## src/rtl/pskc_pkg.sv

```systemverilog
`timescale 1ns / 1ps
// ----------------------------------------------------------------------------
// PWM setting knob controller package
// Shared constants, command codes and the queue entry type.
// ----------------------------------------------------------------------------
package pskc_pkg;

    localparam int FREQ_W   = 14;
    localparam int DUTY_W   = 7;
    localparam int HALF_W   = 8;
    localparam int RES_W    = 20;
    localparam int DIV_W    = 24;
    localparam int CNT_W    = 5;
    localparam int NPRESET  = 4;
    localparam int CFG_IDX_W = 4;
    localparam int CFG_DAT_W = 14;
    localparam int QDEPTH   = 2;

    localparam logic [FREQ_W-1:0] FREQ_MIN   = 14'd10;
    localparam logic [FREQ_W-1:0] FREQ_MAX   = 14'd10000;
    localparam logic [FREQ_W-1:0] FREQ_RST   = 14'd50;
    localparam logic [FREQ_W-1:0] UP_BAND_HI = 14'd1000;
    localparam logic [FREQ_W-1:0] UP_BAND_LO = 14'd100;
    localparam logic [FREQ_W-1:0] DN_BAND_HI = 14'd2000;
    localparam logic [FREQ_W-1:0] DN_BAND_LO = 14'd200;
    localparam logic [FREQ_W-1:0] STEP_BIG   = 14'd500;
    localparam logic [FREQ_W-1:0] STEP_MID   = 14'd50;
    localparam logic [FREQ_W-1:0] STEP_FINE  = 14'd5;
    localparam logic [HALF_W-1:0] HALF_MAX   = 8'd200;
    localparam logic [DUTY_W-1:0] DUTY_MAX   = 7'd100;

    localparam logic [DIV_W-1:0] RELOAD_NUM    = 24'd10000000;
    localparam logic [DIV_W-1:0] COMPARE_SCALE = 24'd100000;

    localparam logic [DUTY_W-1:0] PRESET_DUTY_RST_A = 7'd0;
    localparam logic [DUTY_W-1:0] PRESET_DUTY_RST_B = 7'd10;
    localparam logic [DUTY_W-1:0] PRESET_DUTY_RST_C = 7'd3;
    localparam logic [DUTY_W-1:0] PRESET_DUTY_RST_D = 7'd12;

    // Number of configuration registers: frequency and duty for each preset.
    localparam logic [CFG_IDX_W-1:0] CFG_NREGS = 4'd8;

    typedef enum logic [1:0] {
        CMD_FREQ   = 2'd0,
        CMD_DUTY   = 2'd1,
        CMD_PRESET = 2'd2
    } cmd_t;

    typedef struct packed {
        logic [FREQ_W-1:0] freq;
        logic [DUTY_W-1:0] duty;
    } qentry_t;

endpackage

```

## src/rtl/pskc_front.sv

```systemverilog
`timescale 1ns / 1ps
// ----------------------------------------------------------------------------
// PWM setting knob controller front end
// Accepts events, updates frequency and duty state, holds the presets.
// ----------------------------------------------------------------------------
module pskc_front (
    input  logic                          aclk,
    input  logic                          aresetn,
    input  logic                          ev_valid,
    input  logic [1:0]                    ev_cmd,
    input  logic                          ev_down,
    input  logic [1:0]                    ev_sel,
    input  logic                          cfg_we,
    input  logic [pskc_pkg::CFG_IDX_W-1:0] cfg_idx,
    input  logic [pskc_pkg::CFG_DAT_W-1:0] cfg_wdata,
    output pskc_pkg::qentry_t             push_entry
);

    logic [pskc_pkg::FREQ_W-1:0] freq_reg, freq_next;
    logic [pskc_pkg::HALF_W-1:0] half_reg, half_next;
    logic [pskc_pkg::FREQ_W-1:0] pfreq_reg [pskc_pkg::NPRESET];
    logic [pskc_pkg::DUTY_W-1:0] pduty_reg [pskc_pkg::NPRESET];

    logic [pskc_pkg::FREQ_W-1:0] step;
    logic [pskc_pkg::FREQ_W-1:0] fsum;
    logic [pskc_pkg::FREQ_W-1:0] pf;
    logic [pskc_pkg::DUTY_W-1:0] pd;

    always_comb begin
        freq_next = freq_reg;
        half_next = half_reg;
        step      = pskc_pkg::STEP_FINE;
        fsum      = freq_reg;
        pf        = pfreq_reg[ev_sel];
        pd        = pduty_reg[ev_sel];
        case (pskc_pkg::cmd_t'(ev_cmd))
            pskc_pkg::CMD_FREQ: begin
                if (!ev_down) begin
                    if (freq_reg >= pskc_pkg::UP_BAND_HI) begin
                        step = pskc_pkg::STEP_BIG;
                    end else if (freq_reg >= pskc_pkg::UP_BAND_LO) begin
                        step = pskc_pkg::STEP_MID;
                    end
                    fsum = freq_reg + step;
                end else begin
                    if (freq_reg >= pskc_pkg::DN_BAND_HI) begin
                        step = pskc_pkg::STEP_BIG;
                    end else if (freq_reg >= pskc_pkg::DN_BAND_LO) begin
                        step = pskc_pkg::STEP_MID;
                    end
                    fsum = (freq_reg >= step + pskc_pkg::FREQ_MIN) ? freq_reg - step
                                                                    : pskc_pkg::FREQ_MIN;
                end
                if (fsum > pskc_pkg::FREQ_MAX) begin
                    freq_next = pskc_pkg::FREQ_MAX;
                end else if (fsum < pskc_pkg::FREQ_MIN) begin
                    freq_next = pskc_pkg::FREQ_MIN;
                end else begin
                    freq_next = fsum;
                end
            end
            pskc_pkg::CMD_DUTY: begin
                if (!ev_down) begin
                    if (half_reg < pskc_pkg::HALF_MAX) begin
                        half_next = half_reg + 8'd1;
                    end
                end else if (half_reg != '0) begin
                    half_next = half_reg - 8'd1;
                end
            end
            pskc_pkg::CMD_PRESET: begin
                // Presets are saturated on use, so any written value is safe.
                if (pf < pskc_pkg::FREQ_MIN) begin
                    freq_next = pskc_pkg::FREQ_MIN;
                end else if (pf > pskc_pkg::FREQ_MAX) begin
                    freq_next = pskc_pkg::FREQ_MAX;
                end else begin
                    freq_next = pf;
                end
                if (pd > pskc_pkg::DUTY_MAX) begin
                    half_next = {pskc_pkg::DUTY_MAX, 1'b0};
                end else begin
                    half_next = {pd, 1'b0};
                end
            end
            default: begin
                // The unused command keeps the settings.
                freq_next = freq_reg;
                half_next = half_reg;
            end
        endcase
    end

    assign push_entry.freq = freq_next;
    assign push_entry.duty = half_next[pskc_pkg::HALF_W-1:1];

    always_ff @(posedge aclk) begin
        if (!aresetn) begin
            freq_reg     <= pskc_pkg::FREQ_RST;
            half_reg     <= '0;
            pfreq_reg[0] <= pskc_pkg::FREQ_RST;
            pfreq_reg[1] <= pskc_pkg::FREQ_RST;
            pfreq_reg[2] <= pskc_pkg::FREQ_RST;
            pfreq_reg[3] <= pskc_pkg::FREQ_RST;
            pduty_reg[0] <= pskc_pkg::PRESET_DUTY_RST_A;
            pduty_reg[1] <= pskc_pkg::PRESET_DUTY_RST_B;
            pduty_reg[2] <= pskc_pkg::PRESET_DUTY_RST_C;
            pduty_reg[3] <= pskc_pkg::PRESET_DUTY_RST_D;
        end else begin
            if (ev_valid) begin
                freq_reg <= freq_next;
                half_reg <= half_next;
            end
            if (cfg_we && (cfg_idx < pskc_pkg::CFG_NREGS)) begin
                if (cfg_idx[0]) begin
                    pduty_reg[cfg_idx[2:1]] <= cfg_wdata[pskc_pkg::DUTY_W-1:0];
                end else begin
                    pfreq_reg[cfg_idx[2:1]] <= cfg_wdata[pskc_pkg::FREQ_W-1:0];
                end
            end
        end
    end

    a_freq_range: assert property (@(posedge aclk) disable iff (!aresetn)
        (freq_reg >= pskc_pkg::FREQ_MIN) && (freq_reg <= pskc_pkg::FREQ_MAX))
        else $error("frequency state left its range");

    a_half_range: assert property (@(posedge aclk) disable iff (!aresetn)
        half_reg <= pskc_pkg::HALF_MAX)
        else $error("duty half-step count above its limit");

    a_state_hold: assert property (@(posedge aclk) disable iff (!aresetn)
        !ev_valid |=> $stable(freq_reg) && $stable(half_reg))
        else $error("settings changed without an event");

endmodule

```

## src/rtl/pskc_queue.sv

```systemverilog
`timescale 1ns / 1ps
// ----------------------------------------------------------------------------
// PWM setting knob controller queue
// Two-entry FIFO between the event front end and the divider back end.
// ----------------------------------------------------------------------------
module pskc_queue (
    input  logic              aclk,
    input  logic              aresetn,
    input  logic              push,
    input  pskc_pkg::qentry_t push_entry,
    output logic              full,
    input  logic              pop,
    output logic              head_valid,
    output pskc_pkg::qentry_t head_entry
);

    pskc_pkg::qentry_t mem_reg [pskc_pkg::QDEPTH];
    logic       wr_ptr_reg;
    logic       rd_ptr_reg;
    logic [1:0] count_reg;

    assign full       = (count_reg == 2'(pskc_pkg::QDEPTH));
    assign head_valid = (count_reg != '0);
    assign head_entry = mem_reg[rd_ptr_reg];

    always_ff @(posedge aclk) begin
        if (push) begin
            mem_reg[wr_ptr_reg] <= push_entry;
        end
        if (!aresetn) begin
            wr_ptr_reg <= 1'b0;
            rd_ptr_reg <= 1'b0;
            count_reg  <= '0;
        end else begin
            if (push) begin
                wr_ptr_reg <= ~wr_ptr_reg;
            end
            if (pop) begin
                rd_ptr_reg <= ~rd_ptr_reg;
            end
            if (push && !pop) begin
                count_reg <= count_reg + 2'd1;
            end else if (pop && !push) begin
                count_reg <= count_reg - 2'd1;
            end
        end
    end

    a_no_overflow: assert property (@(posedge aclk) disable iff (!aresetn)
        !(push && full && !pop))
        else $error("push into a full queue");

    a_no_underflow: assert property (@(posedge aclk) disable iff (!aresetn)
        !(pop && !head_valid))
        else $error("pop from an empty queue");

    a_count_bound: assert property (@(posedge aclk) disable iff (!aresetn)
        count_reg <= 2'(pskc_pkg::QDEPTH))
        else $error("queue count beyond its depth");

endmodule

```

## src/rtl/pskc_back.sv

```systemverilog
`timescale 1ns / 1ps
// ----------------------------------------------------------------------------
// PWM setting knob controller back end
// Computes reload and compare with two bit-serial dividers and holds the result.
// ----------------------------------------------------------------------------
module pskc_back (
    input  logic                         aclk,
    input  logic                         aresetn,
    input  logic                         head_valid,
    input  pskc_pkg::qentry_t            head_entry,
    output logic                         pop,
    output logic                         res_valid,
    input  logic                         res_ready,
    output logic [pskc_pkg::RES_W-1:0]   res_reload,
    output logic [pskc_pkg::RES_W-1:0]   res_compare,
    output logic [pskc_pkg::FREQ_W-1:0] res_freq,
    output logic [pskc_pkg::DUTY_W-1:0] res_duty
);

    typedef enum logic [1:0] {
        ST_IDLE,
        ST_MUL,
        ST_DIV,
        ST_DONE
    } state_t;

    state_t                       state_reg;
    logic [pskc_pkg::FREQ_W-1:0]  freq_reg;
    logic [pskc_pkg::DUTY_W-1:0]  duty_reg;
    logic [pskc_pkg::DIV_W-1:0]   num_r_reg, num_c_reg;
    logic [pskc_pkg::FREQ_W-1:0]  rem_r_reg, rem_c_reg;
    logic [pskc_pkg::CNT_W-1:0]   cnt_reg;
    logic                         out_valid_reg;
    logic [pskc_pkg::RES_W-1:0]   out_reload_reg, out_compare_reg;
    logic [pskc_pkg::FREQ_W-1:0]  out_freq_reg;
    logic [pskc_pkg::DUTY_W-1:0]  out_duty_reg;

    logic [pskc_pkg::FREQ_W:0]    trial_r, trial_c;
    logic                         ge_r, ge_c;
    logic [pskc_pkg::FREQ_W-1:0]  rem_r_next, rem_c_next;
    logic                         out_free;

    // One restoring step per cycle: bring in the next numerator bit and
    // subtract the divisor when it fits.
    always_comb begin
        trial_r    = {rem_r_reg, num_r_reg[pskc_pkg::DIV_W-1]};
        trial_c    = {rem_c_reg, num_c_reg[pskc_pkg::DIV_W-1]};
        ge_r       = (trial_r >= {1'b0, freq_reg});
        ge_c       = (trial_c >= {1'b0, freq_reg});
        rem_r_next = ge_r ? pskc_pkg::FREQ_W'(trial_r - {1'b0, freq_reg})
                          : trial_r[pskc_pkg::FREQ_W-1:0];
        rem_c_next = ge_c ? pskc_pkg::FREQ_W'(trial_c - {1'b0, freq_reg})
                          : trial_c[pskc_pkg::FREQ_W-1:0];
    end

    assign out_free = !out_valid_reg || res_ready;
    assign pop      = (state_reg == ST_IDLE) && head_valid;

    always_ff @(posedge aclk) begin
        if (!aresetn) begin
            state_reg     <= ST_IDLE;
            out_valid_reg <= 1'b0;
            cnt_reg       <= '0;
        end else begin
            // A taken result clears the output register unless a new one is
            // loaded at the same edge.
            if (out_valid_reg && res_ready && (state_reg != ST_DONE)) begin
                out_valid_reg <= 1'b0;
            end
            case (state_reg)
                ST_IDLE: begin
                    if (head_valid) begin
                        freq_reg  <= head_entry.freq;
                        duty_reg  <= head_entry.duty;
                        state_reg <= ST_MUL;
                    end
                end
                ST_MUL: begin
                    num_r_reg <= pskc_pkg::RELOAD_NUM;
                    num_c_reg <= pskc_pkg::DIV_W'(pskc_pkg::DIV_W'(duty_reg)
                                                  * pskc_pkg::COMPARE_SCALE);
                    rem_r_reg <= '0;
                    rem_c_reg <= '0;
                    cnt_reg   <= '0;
                    state_reg <= ST_DIV;
                end
                ST_DIV: begin
                    num_r_reg <= {num_r_reg[pskc_pkg::DIV_W-2:0], ge_r};
                    num_c_reg <= {num_c_reg[pskc_pkg::DIV_W-2:0], ge_c};
                    rem_r_reg <= rem_r_next;
                    rem_c_reg <= rem_c_next;
                    cnt_reg   <= cnt_reg + 5'd1;
                    if (cnt_reg == pskc_pkg::CNT_W'(pskc_pkg::DIV_W - 1)) begin
                        state_reg <= ST_DONE;
                    end
                end
                ST_DONE: begin
                    if (out_free) begin
                        out_valid_reg   <= 1'b1;
                        out_reload_reg  <= num_r_reg[pskc_pkg::RES_W-1:0];
                        out_compare_reg <= num_c_reg[pskc_pkg::RES_W-1:0];
                        out_freq_reg    <= freq_reg;
                        out_duty_reg    <= duty_reg;
                        state_reg       <= ST_IDLE;
                    end
                end
                default: begin
                    state_reg <= ST_IDLE;
                end
            endcase
        end
    end

    assign res_valid   = out_valid_reg;
    assign res_reload  = out_reload_reg;
    assign res_compare = out_compare_reg;
    assign res_freq    = out_freq_reg;
    assign res_duty    = out_duty_reg;

    a_cnt_bound: assert property (@(posedge aclk) disable iff (!aresetn)
        (state_reg == ST_DIV) |-> (cnt_reg < pskc_pkg::CNT_W'(pskc_pkg::DIV_W)))
        else $error("divider step count overran");

    a_rem_bound: assert property (@(posedge aclk) disable iff (!aresetn)
        (state_reg == ST_DONE) |-> (rem_r_reg < freq_reg) && (rem_c_reg < freq_reg))
        else $error("divider remainder not below the divisor");

    a_no_overwrite: assert property (@(posedge aclk) disable iff (!aresetn)
        (out_valid_reg && !res_ready) |=> out_valid_reg && $stable(out_reload_reg))
        else $error("pending result overwritten");

endmodule

```

## src/rtl/pwm_setting_knob_controller_top.sv

```systemverilog
`timescale 1ns / 1ps
// ----------------------------------------------------------------------------
// PWM setting knob controller
// Keeps a PWM frequency and duty from knob and button events and reports the
// timer reload and compare counts for every event.
// ----------------------------------------------------------------------------
// An accepted event is written into the queue; the back end takes it when
// idle, runs both divisions and loads the result onto m_ once it is free.
// The back end takes a new event only after the last result is loaded; the
// two 24-step bit-serial dividers run side by side and take one bit a cycle.
// Reset: aresetn is synchronous and active low; it restores frequency 50 Hz,
// duty 0 and the preset reset values, and empties the queue and result stage.
// ----------------------------------------------------------------------------
module pwm_setting_knob_controller_top (
    input  logic                              aclk,
    input  logic                              aresetn,
    // Event channel.
    input  logic                              s_tvalid,
    output logic                              s_tready,
    // s_tdata: [1:0] cmd, [2] direction, [4:3] preset_index, [7:5] zero
    input  logic [7:0]                        s_tdata,
    // Result channel.
    output logic                              m_tvalid,
    input  logic                              m_tready,
    // m_tdata: [19:0] reload_value, [39:20] compare_value,
    //          [53:40] frequency_hz, [60:54] duty_percent, [63:61] zero
    output logic [63:0]                       m_tdata,
    // Configuration write channel: index 0..7 selects the preset registers.
    input  logic                              cfg_valid,
    output logic                              cfg_ready,
    input  logic [pskc_pkg::CFG_IDX_W-1:0]    cfg_index,
    input  logic [pskc_pkg::CFG_DAT_W-1:0]    cfg_data
);

    // An event transaction is taken whenever the queue has room. The front
    // end updates the settings in the same cycle and pushes the new frequency
    // and whole-percent duty, so later events see the updated state at once.
    logic              ev_accept;
    logic              q_full;
    logic              q_pop;
    logic              q_valid;
    pskc_pkg::qentry_t q_push_entry;
    pskc_pkg::qentry_t q_head_entry;

    logic [pskc_pkg::RES_W-1:0]  res_reload;
    logic [pskc_pkg::RES_W-1:0]  res_compare;
    logic [pskc_pkg::FREQ_W-1:0] res_freq;
    logic [pskc_pkg::DUTY_W-1:0] res_duty;

    assign s_tready  = !q_full;
    assign ev_accept = s_tvalid && !q_full;

    // Configuration writes are always taken; the preset registers are only
    // read when an event selects one.
    assign cfg_ready = 1'b1;

    pskc_front u_front (
        .aclk       (aclk),
        .aresetn    (aresetn),
        .ev_valid   (ev_accept),
        .ev_cmd     (s_tdata[1:0]),
        .ev_down    (s_tdata[2]),
        .ev_sel     (s_tdata[4:3]),
        .cfg_we     (cfg_valid),
        .cfg_idx    (cfg_index),
        .cfg_wdata  (cfg_data),
        .push_entry (q_push_entry)
    );

    pskc_queue u_queue (
        .aclk       (aclk),
        .aresetn    (aresetn),
        .push       (ev_accept),
        .push_entry (q_push_entry),
        .full       (q_full),
        .pop        (q_pop),
        .head_valid (q_valid),
        .head_entry (q_head_entry)
    );

    // The back end works on one queued setting at a time: it forms the
    // compare numerator with one multiply, runs both divisions, and loads
    // the output register as soon as the previous result has been taken.
    pskc_back u_back (
        .aclk        (aclk),
        .aresetn     (aresetn),
        .head_valid  (q_valid),
        .head_entry  (q_head_entry),
        .pop         (q_pop),
        .res_valid   (m_tvalid),
        .res_ready   (m_tready),
        .res_reload  (res_reload),
        .res_compare (res_compare),
        .res_freq    (res_freq),
        .res_duty    (res_duty)
    );

    assign m_tdata = {3'b000, res_duty, res_freq, res_compare, res_reload};

endmodule
```

## config.mk

```make
export PLATFORM = sky130hd
export DESIGN_NAME = pwm_setting_knob_controller_top
export DESIGN_NICKNAME = d
export VERILOG_FILES = /design/src/rtl/pskc_pkg.sv /design/src/rtl/pskc_front.sv /design/src/rtl/pskc_queue.sv /design/src/rtl/pskc_back.sv /design/src/rtl/pwm_setting_knob_controller_top.sv
export SDC_FILE = /design/constraint.sdc
export NUM_CORES = 1
export LEC_CHECK = 0
export ABC_AREA = 1
export BUFFER_PORTS_ARGS = -buffer_cell sky130_fd_sc_hd__buf_2
export CORE_MARGIN = 4
export CORE_UTILIZATION = 62
export CTS_CLUSTER_DIAMETER = 120
export DETAILED_ROUTE_END_ITERATION = 10
export GPL_TIMING_DRIVEN = 0
export MAX_ROUTING_LAYER = met4
export PLACE_DENSITY_LB_ADDON = 0.1
export SLEW_MARGIN = 15
export SYNTH_ARGS = -nofsm -noshare
export SYNTH_HDL_FRONTEND = slang
export SYNTH_SLANG_ARGS = --single-unit
```

## constraint.sdc

```tcl
create_clock -name aclk -period 5.94 [get_ports aclk]
set_clock_uncertainty 0.2 [all_clocks]
set_input_delay 1.188 -clock aclk [delete_from_list [all_inputs] [get_ports aclk]]
set_output_delay 1.188 -clock aclk [all_outputs]
set_load 0.05 [all_outputs]
```

### After elaboration in Yosys (flattened, before gate mapping)

Memories as Yosys holds them, arrays and structs flattened. A register that Yosys moved wholly into a read port is not among the register bits.
Index checks and enable logic that the tools add are counted.

| storage, ports and cells | value |
|---|---|
| flip-flop bits (word level) | 171 |
| memory bits (writable) | 126 |
| input bits | 31 |
| logic and storage cells | 140 |
| memories kept | 3 |

| cells by class | value |
|---|---|
| $add $sub $neg | 10 |
| $mul | 1 |
| $lt $le $gt $ge | 14 |
| equal/unequal tests | 13 |
| muxes and demuxes | 54 |
| bitwise operators | 2 |
| reduce and logical (&&, ||, !) cells | 26 |

Memories:

| name | words | width | rd ports | clocked after memory_dff | wr ports | RTL line | RTL |
|---|---|---|---|---|---|---|---|
| u_front.pfreq_reg | 4 | 14 | 1 | 0 | 4 | pskc_front.sv:21 | `logic [pskc_pkg::FREQ_W-1:0] pfreq_reg [pskc_pkg::NPRESET];` |
| u_queue.mem_reg | 2 | 21 | 1 | 1 | 1 | pskc_queue.sv:17 | `pskc_pkg::qentry_t mem_reg [pskc_pkg::QDEPTH];` |
| u_front.pduty_reg | 4 | 7 | 1 | 0 | 4 | pskc_front.sv:22 | `logic [pskc_pkg::DUTY_W-1:0] pduty_reg [pskc_pkg::NPRESET];` |

Operators by type and width:

| kind | count |
|---|---|
| 14-bit two-way mux | 16 |
| 24-bit case mux with 2 select lines | 2 |
| 14-bit case mux with 2 select lines | 3 |
| 14-bit subtractor | 3 |
| 8-bit two-way mux | 4 |
| 15-bit by 14-bit >= comparator with 1-bit output | 2 |
| 14-bit > comparator (second input constant) | 2 |
| 14-bit by 4-bit < comparator with 1-bit output (second input constant) | 2 |
| 7-bit by 12-bit multiplier with 19-bit output (second input constant) | 1 |
| 1-bit two-way mux | 16 |
| 8-bit case mux with 2 select lines | 1 |
| 14-bit adder | 1 |
| 14-bit by 4-bit adder with 14-bit output (second input constant) | 1 |
| 14-bit by 10-bit >= comparator with 1-bit output (second input constant) | 1 |
| 14-bit by 11-bit >= comparator with 1-bit output (second input constant) | 1 |
| 14-bit >= comparator | 1 |
| 14-bit by 7-bit >= comparator with 1-bit output (second input constant) | 1 |
| 14-bit by 8-bit >= comparator with 1-bit output (second input constant) | 1 |
| 2-bit two-way mux | 7 |
| 14-bit OR reduction | 1 |
| 6-bit two-way mux | 2 |
| 5-bit case mux with 2 select lines | 1 |
| 3-bit AND reduction | 3 |
| 8-bit by 1-bit adder with 8-bit output (second input constant) | 1 |
| other kinds (25) | 46 |

### Longest topological paths before layout

Gate-level depths: netlist of the first run.

| depth | value |
|---|---|
| depth after elaboration | 14 |
| gate-level depth with buffers | 30 |
| depth with buffers taken out | 28 |

### By module

A second synthesis of the first run with hierarchy kept.

| second synthesis, totals | value |
|---|---|
| cells, all modules | 2,238 |
| area total of the unflattened synthesis | 18,993.2 um^2 |

By module, submodules not included:

| module | instances | cells an instance | area each (um^2) | seq. area each (um^2) |
|---|---|---|---|---|
| pskc_back | 1 | 1,025 | 9,472.8 | 4,904.7 |
| pskc_front | 1 | 1,104 | 7,646.1 | 2,962.8 |
| pskc_queue | 1 | 100 | 1,823.0 | 1,361.3 |
| pwm_setting_knob_controller_top | 1 | 9 | 51.3 | 0.0 |

### Worst setup path before layout of the first run

Ideal clock, no wire load.

| timing path | value |
|---|---|
| kind | in2reg |
| start | input port aresetn |
| end | register u_back.out_compare_reg, in the netlist u_back.res_compare[0], enable pin |
| library setup time | 481 ps |
| arrival time | 4,074 ps |
| required time | 5,259 ps |
| setup slack | 1,185 ps |
| stages | 3 |
| cells stage by stage | clkbuf_1 -> nand2_1 -> nor2_1 |

| on the way | value |
|---|---|
| word-level cells in the longest chain between the ends | 1 |

Ends and longest elaborated chain:

| what | RTL line | RTL |
|---|---|---|
| start: declaration | pwm_setting_knob_controller_top.sv:16 | `input logic aresetn,` |
| 3-bit AND reduction (no line) | n/a |  |
| end signal: assignment | pskc_back.sv:101 | `out_compare_reg <= num_c_reg[pskc_pkg::RES_W-1:0];` |
| end: declaration | pskc_back.sv:34 | `logic [pskc_pkg::RES_W-1:0] out_reload_reg, out_compare_reg;` |

Every way passes these cells.
A chain may end at the register's enable or synchronous reset.

### Final worst setup path of the first run

| timing path | value |
|---|---|
| start | register u_back.duty_reg[1] (netlist name) |
| end | register u_back.num_c_reg[23] (netlist name), data pin |

| on the way | value |
|---|---|
| word-level cells in the longest chain between the ends | 2 |

Ends and longest elaborated chain:

| what | RTL line | RTL |
|---|---|---|
| start: declaration | pskc_back.sv:29 | `logic [pskc_pkg::DUTY_W-1:0] duty_reg;` |
| start signal: assignment | pskc_back.sv:74 | `duty_reg <= head_entry.duty;` |
| 7-bit by 12-bit multiplier with 19-bit output | pskc_back.sv:81 | `* pskc_pkg::COMPARE_SCALE);` |
| 24-bit case mux with 2 select lines | pskc_back.sv:70 | `case (state_reg)` |
| end signal: assignment | pskc_back.sv:80 | `num_c_reg <= pskc_pkg::DIV_W'(pskc_pkg::DIV_W'(duty_reg)` |
| end signal: assignment | pskc_back.sv:89 | `num_c_reg <= {num_c_reg[pskc_pkg::DIV_W-2:0], ge_c};` |
| end: declaration | pskc_back.sv:30 | `logic [pskc_pkg::DIV_W-1:0] num_r_reg, num_c_reg;` |

Every way passes these cells.

==> results of run 1 <==
-- layer usage --
| metal | part of all wire | vias up | global-route usage |
|---|---|---|---|
| met1 | 0.41 | 6454 | 0.349 |
| met5 | 0 | - | - |
| met4 | 0.030 | 0 | 0.0896 |
| li1 | - | 6782 | - |
| met3 | 0.061 | 89 | 0.0314 |
| met2 | 0.50 | 455 | 0.464 |
-- synth_stat cells (8+ instances only) --
cell type	instances	share of area
nor2_1	201	0.043
a21oi_1	141	0.040
nand2_2	10	0.0035
o21ai_0	120	0.034
inv_1	232	0.049
edfxtp_1	284	0.48
nand3_2	8	0.0045
buf_2	13	0.0037
xor2_1	23	0.011
a31oi_1	8	0.0028
nand4_1	11	0.0039
xnor2_1	12	0.0059
clkbuf_1	37	0.0078
fa_1	12	0.014
ha_1	112	0.079
dfxtp_1	34	0.038
nand3_1	88	0.025
nor3_1	36	0.010
or2_2	15	0.0053
nand2_1	412	0.087
-- layout make-up --
cell class	count	area (sq um)	share of cell area
multi-input combinational	1311	7330	0.368
clock buffer	41	918	0.0461
inverter	239	900	0.0452
clock inverter	21	211	0.0106
tap	378	473	0.0238
sequential	318	9210	0.463
buffer	63	294	0.0148
timing repair buffer	96	566	0.0284
-- logic make-up (layout without fill, tap and decap cells) --
kind of cell               after synthesis  after routing  synth area share
xor gates and xnor gates                35             35            0.0173
AOI/OAI and AO/OA                      337            337             0.107
DFF                                    318            318             0.520
adders and majority gates              124            124            0.0927
and+or+nand+nor                        810            810             0.195
buffers and inverters                  302            460            0.0673
other                                    2              5          0.000424
-- stage by stage --
step	worst slack, ns	utilization	power [uW]	hold slack [ns]
after floorplan	1.19	-	6300	0.218
after global placement	-0.344	0.665	7150	0.224
after detailed placement	1.29	0.670	7300	0.235
after CTS	1.20	0.711	9450	0.250
after global routing	0.839	0.711	10200	0.262
final	1.17	0.711	9440	0.244
-- power groups by stage --
stage	clock [uW]	combinational [uW]	sequential, uW
5_1_grt	2260	4620	3310
4_1_cts	2150	4040	3270
6_report	2130	4040	3270
3_5_place_dp	0	3990	3310
2_1_floorplan	0	2980	3320
3_3_place_gp	0	3830	3320
-- worst paths after layout --
check / start / endpoint / slack [ns] / cells past startpoint
max: u_back.duty_reg[1] / u_back.num_c_reg[23] / 1.17 / 22
min: u_back.num_r_reg[18] / u_back.res_reload[18] / 0.24 / 0
max reg2reg: u_back.duty_reg[1] / u_back.num_c_reg[23] / 1.17 / 22
min reg2reg: u_back.num_r_reg[18] / u_back.res_reload[18] / 0.24 / 0
-- critical path, stage by stage, from the launching register on --
cell and delay (ns):
edfxtp_1 0.49, ha_1 0.39, ha_1 0.30, ha_1 0.28, inv_1 0.05, fa_1 0.50
inv_1 0.05, ha_1 0.33, nand2_1 0.06, o21ai_0 0.28, nand3_1 0.13, nand2_1 0.12
a21boi_0 0.14, o21ai_0 0.26, nand2_1 0.08, inv_1 0.09, nor2_1 0.05, o21bai_1 0.24
nand4_1 0.16, nand2_1 0.09, nand2_1 0.05, nand3_1 0.06, nand2_1 0.13
==> results.toml, run 1 <==
[sta]
finalCriticalPeriod_ns = 4.77
tightest_slew_ns = 0.806
fin_crit_sh = 0.802
tns_ns = 0
slew_viol_final = 0
final-hold-violation-count = 0
finalSetupViolCount = 0
rsz0062_at_grt = "false"
slew_headroom = 0.462
max_freq_mhz = 210

[cts]
cts.htree.levels = 2
cts_resized = 0
cts_made_buffers = 34
cts_tree = "built"
clkSinkCount = 318
clock-root-buffer = "clkbuf_16"
post_cts.repair.setup_buffers = 0
cts-hold-fix-buffers = 0
clk_pin_slew_ns = 0.06
cts_buffer_depth = 3
clk_latency_ns = 0.52

[setup_path]
setup.worst_path.class = "flip-flop to flip-flop"
cp-start-kind = "flip-flop"
cp_data_arrival_time_ns = 4.81
required_ns = 5.99
cp_max_fo = 5
crit_path_end_kind = "flip-flop"

[placed_design]
routabilityCongestion = 0.960
portBuffers = 89
dp_hpwl_um = 30600
dp_cells = 2405
placed_area_sq_mm = 0.0188

[synth]
yosysWarningCount = 0
syn_inst = 1928
ys_ff_latch = 318
synth_area_sq_mm = 0.0177
synth.yosys.seq_area_share = 0.520
synth_area_per_cell_sq_um = 9.18
synth_cell_types = 57
async_flop_share = 0
synth_ff_type = "edfxtp_1"
synth_edf_count = 284

[die]
die_area_sq_mm = 0.0313
fp.dieW_um = 177
die_y_um = 177
row_count = 61
placeableCoreArea_sq_mm = 0.0280
start_util = 0.632
num_io_pins = 98

[global_route]
grt_pass1_vias = 13518
antenna_found_initial = 0
track_usage = 0.274
grt_max_degree = 43
globalRoute.totalOverflow = 0
grt_pass1_wl_um = 67400

[cells_and_area]
nets = 2218
drive_above_1_share = 0.112
fin_area_sq_mm = 0.0199
layout_common_cells = "nand2_1, edfxtp_1, inv_1, nor2_1, a21oi_1"
instances_no_fill = 2467
n_antenna_cell = 0
area_delta_synth_final_pct = 12.5
largest_register_ffs = 56
layout_commonest_cell = "nand2_1"
nFillCells = 2148

[detailed_routing]
vias = 13780
drc = 0
avgRoutedWirePerCell_um = 16.6
drtPass1Iterations = 6
vias_per_cell = 5.59
first_iter_violations = 1185
ant_nets = 0
wl_um = 41100

[power_and_ir_drop]
p_leak_uw = 0.00869
seqPwrFrac = 0.346
power_frac_clock = 0.225
swShare = 0.397
switching_power_uw = 3750
powerDensity_mw_per_mm2 = 474
ir_drop_v = 0.000316
p_int_uw = 5690
comb_power_share = 0.428

[min_path]
hp-class = "flip-flop to flip-flop"

[flow_run]
drv_cap = 0

[run_status]
status = "complete, no violations"
Note: power is estimated with default switching activity, not from simulation.
==> run 2: changes to the inputs <==
Clock period 5.94 ns to 4.93 ns, I/O delays scaled along.
==> run 2 against run 1 <==
  * Design area is essentially flat
  * Utilization grew 0.054 points
  * Non-clock buffer count grew 2
  * Clock power grew 20%
  * Largest power group unchanged
  * Worst setup slack lost 0.83 ns
  * Critical endpoint unchanged
  * Count of clock-buffer cells in the layout is the same
  * Critical path depth is the same
  * Flip-flop and latch count is the same
  * Critical path type unchanged
  * Routed wire length is essentially flat
  * Combinational power grew 21%
  * Maximum frequency grew 3.9%
  * Sequential share of layout area is essentially flat
==> results.toml, run 2 (synthesized netlist as in run 1, its figures left out) <==
[detailed_routing]
ant_nets = 0
drtPass1Iterations = 8
vias = 13765
vias_per_cell = 5.58
wl_um = 41100
drc = 0
avgRoutedWirePerCell_um = 16.6
first_iter_violations = 1212

[placed_design]
portBuffers = 89
dp_hpwl_um = 30600
dp_cells = 2405
post-place-ws_ns = 0.277
routabilityCongestion = 0.960
placed_area_sq_mm = 0.0188

[die]
start_util = 0.632
placeableCoreArea_sq_mm = 0.0280
num_io_pins = 98
row_count = 61
die_area_sq_mm = 0.0313
die_y_um = 177
fp.dieW_um = 177

[power_and_ir_drop]
seqPwrFrac = 0.346
powerDensity_mw_per_mm2 = 571
p_leak_uw = 0.00870
power_frac_clock = 0.225
switching_power_uw = 4520
swShare = 0.397
p_int_uw = 6860
ir_drop_v = 0.000387
comb_power_share = 0.429

[global_route]
grt_pass1_wl_um = 67400
track_usage = 0.274
grt_max_degree = 43
globalRoute.totalOverflow = 0
grt_pass1_vias = 13518
antenna_found_initial = 0

[cts]
clk_latency_ns = 0.52
cts_tree = "built"
cts.htree.levels = 2
clkSinkCount = 318
cts_made_buffers = 34
clk_pin_slew_ns = 0.06
cts-hold-fix-buffers = 0
clock-root-buffer = "clkbuf_16"
cts_buffer_depth = 3

[sta]
rsz0062_at_grt = "false"
max_freq_mhz = 218
final-hold-violation-count = 0
finalCriticalPeriod_ns = 4.59
slew_viol_final = 0
finalSetupViolCount = 0
hold_slack_ns = 0.244
worst_slack_ns = 0.343
tightest_slew_ns = 0.813
tns_ns = 0
fin_crit_sh = 0.930
slew_headroom = 0.454

[cells_and_area]
layout_commonest_cell = "nand2_1"
largest_register_ffs = 56
layout_common_cells = "nand2_1, edfxtp_1, inv_1, nor2_1, a21oi_1"
nets = 2220
n_antenna_cell = 0
area_delta_synth_final_pct = 12.5
instances_no_fill = 2469
drive_above_1_share = 0.112
fin_area_sq_mm = 0.0199

[min_path]
hp-class = "flip-flop to flip-flop"

[setup_path]
cp_max_fo = 5
setup.worst_path.class = "flip-flop to flip-flop"
cp-start-kind = "flip-flop"
crit_path_end_kind = "flip-flop"
crit_chain = "ha_1 -> ha_1 -> ha_1 -> inv_1 -> fa_1 -> inv_1 -> ha_1 -> nand2_1 -> o21ai_1 -> nand3_1 -> nand2_1 -> a21boi_0 -> o21ai_1 -> nand2_1 -> inv_1 -> nor2_1 -> o21bai_1 -> nand4_1 -> nand2_1 -> nand2_1 -> nand3_1 -> nand2_1"
cpMostUsedCell = "nand2_1"
cp_data_arrival_time_ns = 4.63
crit_family = "adder cells"
cp_slowest_cell = "edfxtp_1"
required_ns = 4.97
r2r_setup_slack_ns = 0.34
cpPeakStageDelay_ns = 0.50
crit_buf_inv = 3

[flow_run]
drv_cap = 0

[run_status]
status = "complete, no violations"
-- run 2: final cells by class --
class / count / area (sq um)
well taps: 378 / 473
multi-input cells: 1311 / 7330
plain buffers: 63 / 294
clock buffers: 41 / 918
flip-flops and latches: 318 / 9210
fillers: 2146 / 8090
inverters: 239 / 900
repair buffers: 98 / 581
clock inverters: 21 / 211
-- run 2: per-layer routing --
layer | track usage | vias up | share of wire
met5 | - | - | 0
met4 | 0.0896 | 0 | 0.030
met3 | 0.0314 | 85 | 0.068
met2 | 0.464 | 513 | 0.49
met1 | 0.349 | 6376 | 0.41
li1 | - | 6791 | -
-- run 2: power by group through the flow --
stage / Sequential [uW] / Combinational (uW) / Clock, uW
3_5_place_dp: 3980 / 4810 / 0
6_report: 3940 / 4880 / 2560
4_1_cts: 3940 / 4860 / 2590
5_1_grt: 3980 / 5580 / 2720
3_3_place_gp: 4000 / 4620 / 0
2_1_floorplan: 4010 / 3590 / 0
-- run 2: final timing paths --
| kind | from | cells after the start | end |
|---|---|---|---|
| hold / removal | u_back.num_r_reg[18] | 0 | u_back.res_reload[18] |
| setup / recovery | u_back.duty_reg[3] | 22 | u_back.num_c_reg[23] |
| setup reg to reg | u_back.duty_reg[3] | 22 | u_back.num_c_reg[23] |
| hold reg to reg | u_back.num_r_reg[18] | 0 | u_back.res_reload[18] |
-- run 2: per-stage QoR --
step	util	total power, uW
after floorplan	-	7590
after global placement	0.665	8620
after detailed placement	0.670	8790
after CTS	0.711	11400
after global routing	0.711	12300
final	0.711	11400
-- run 2: what timing repair did --
item,4_1_cts,5_1_grt
endpoints found under the setup margin,0,1
gates resized for setup,0,2
buffers inserted,0,2
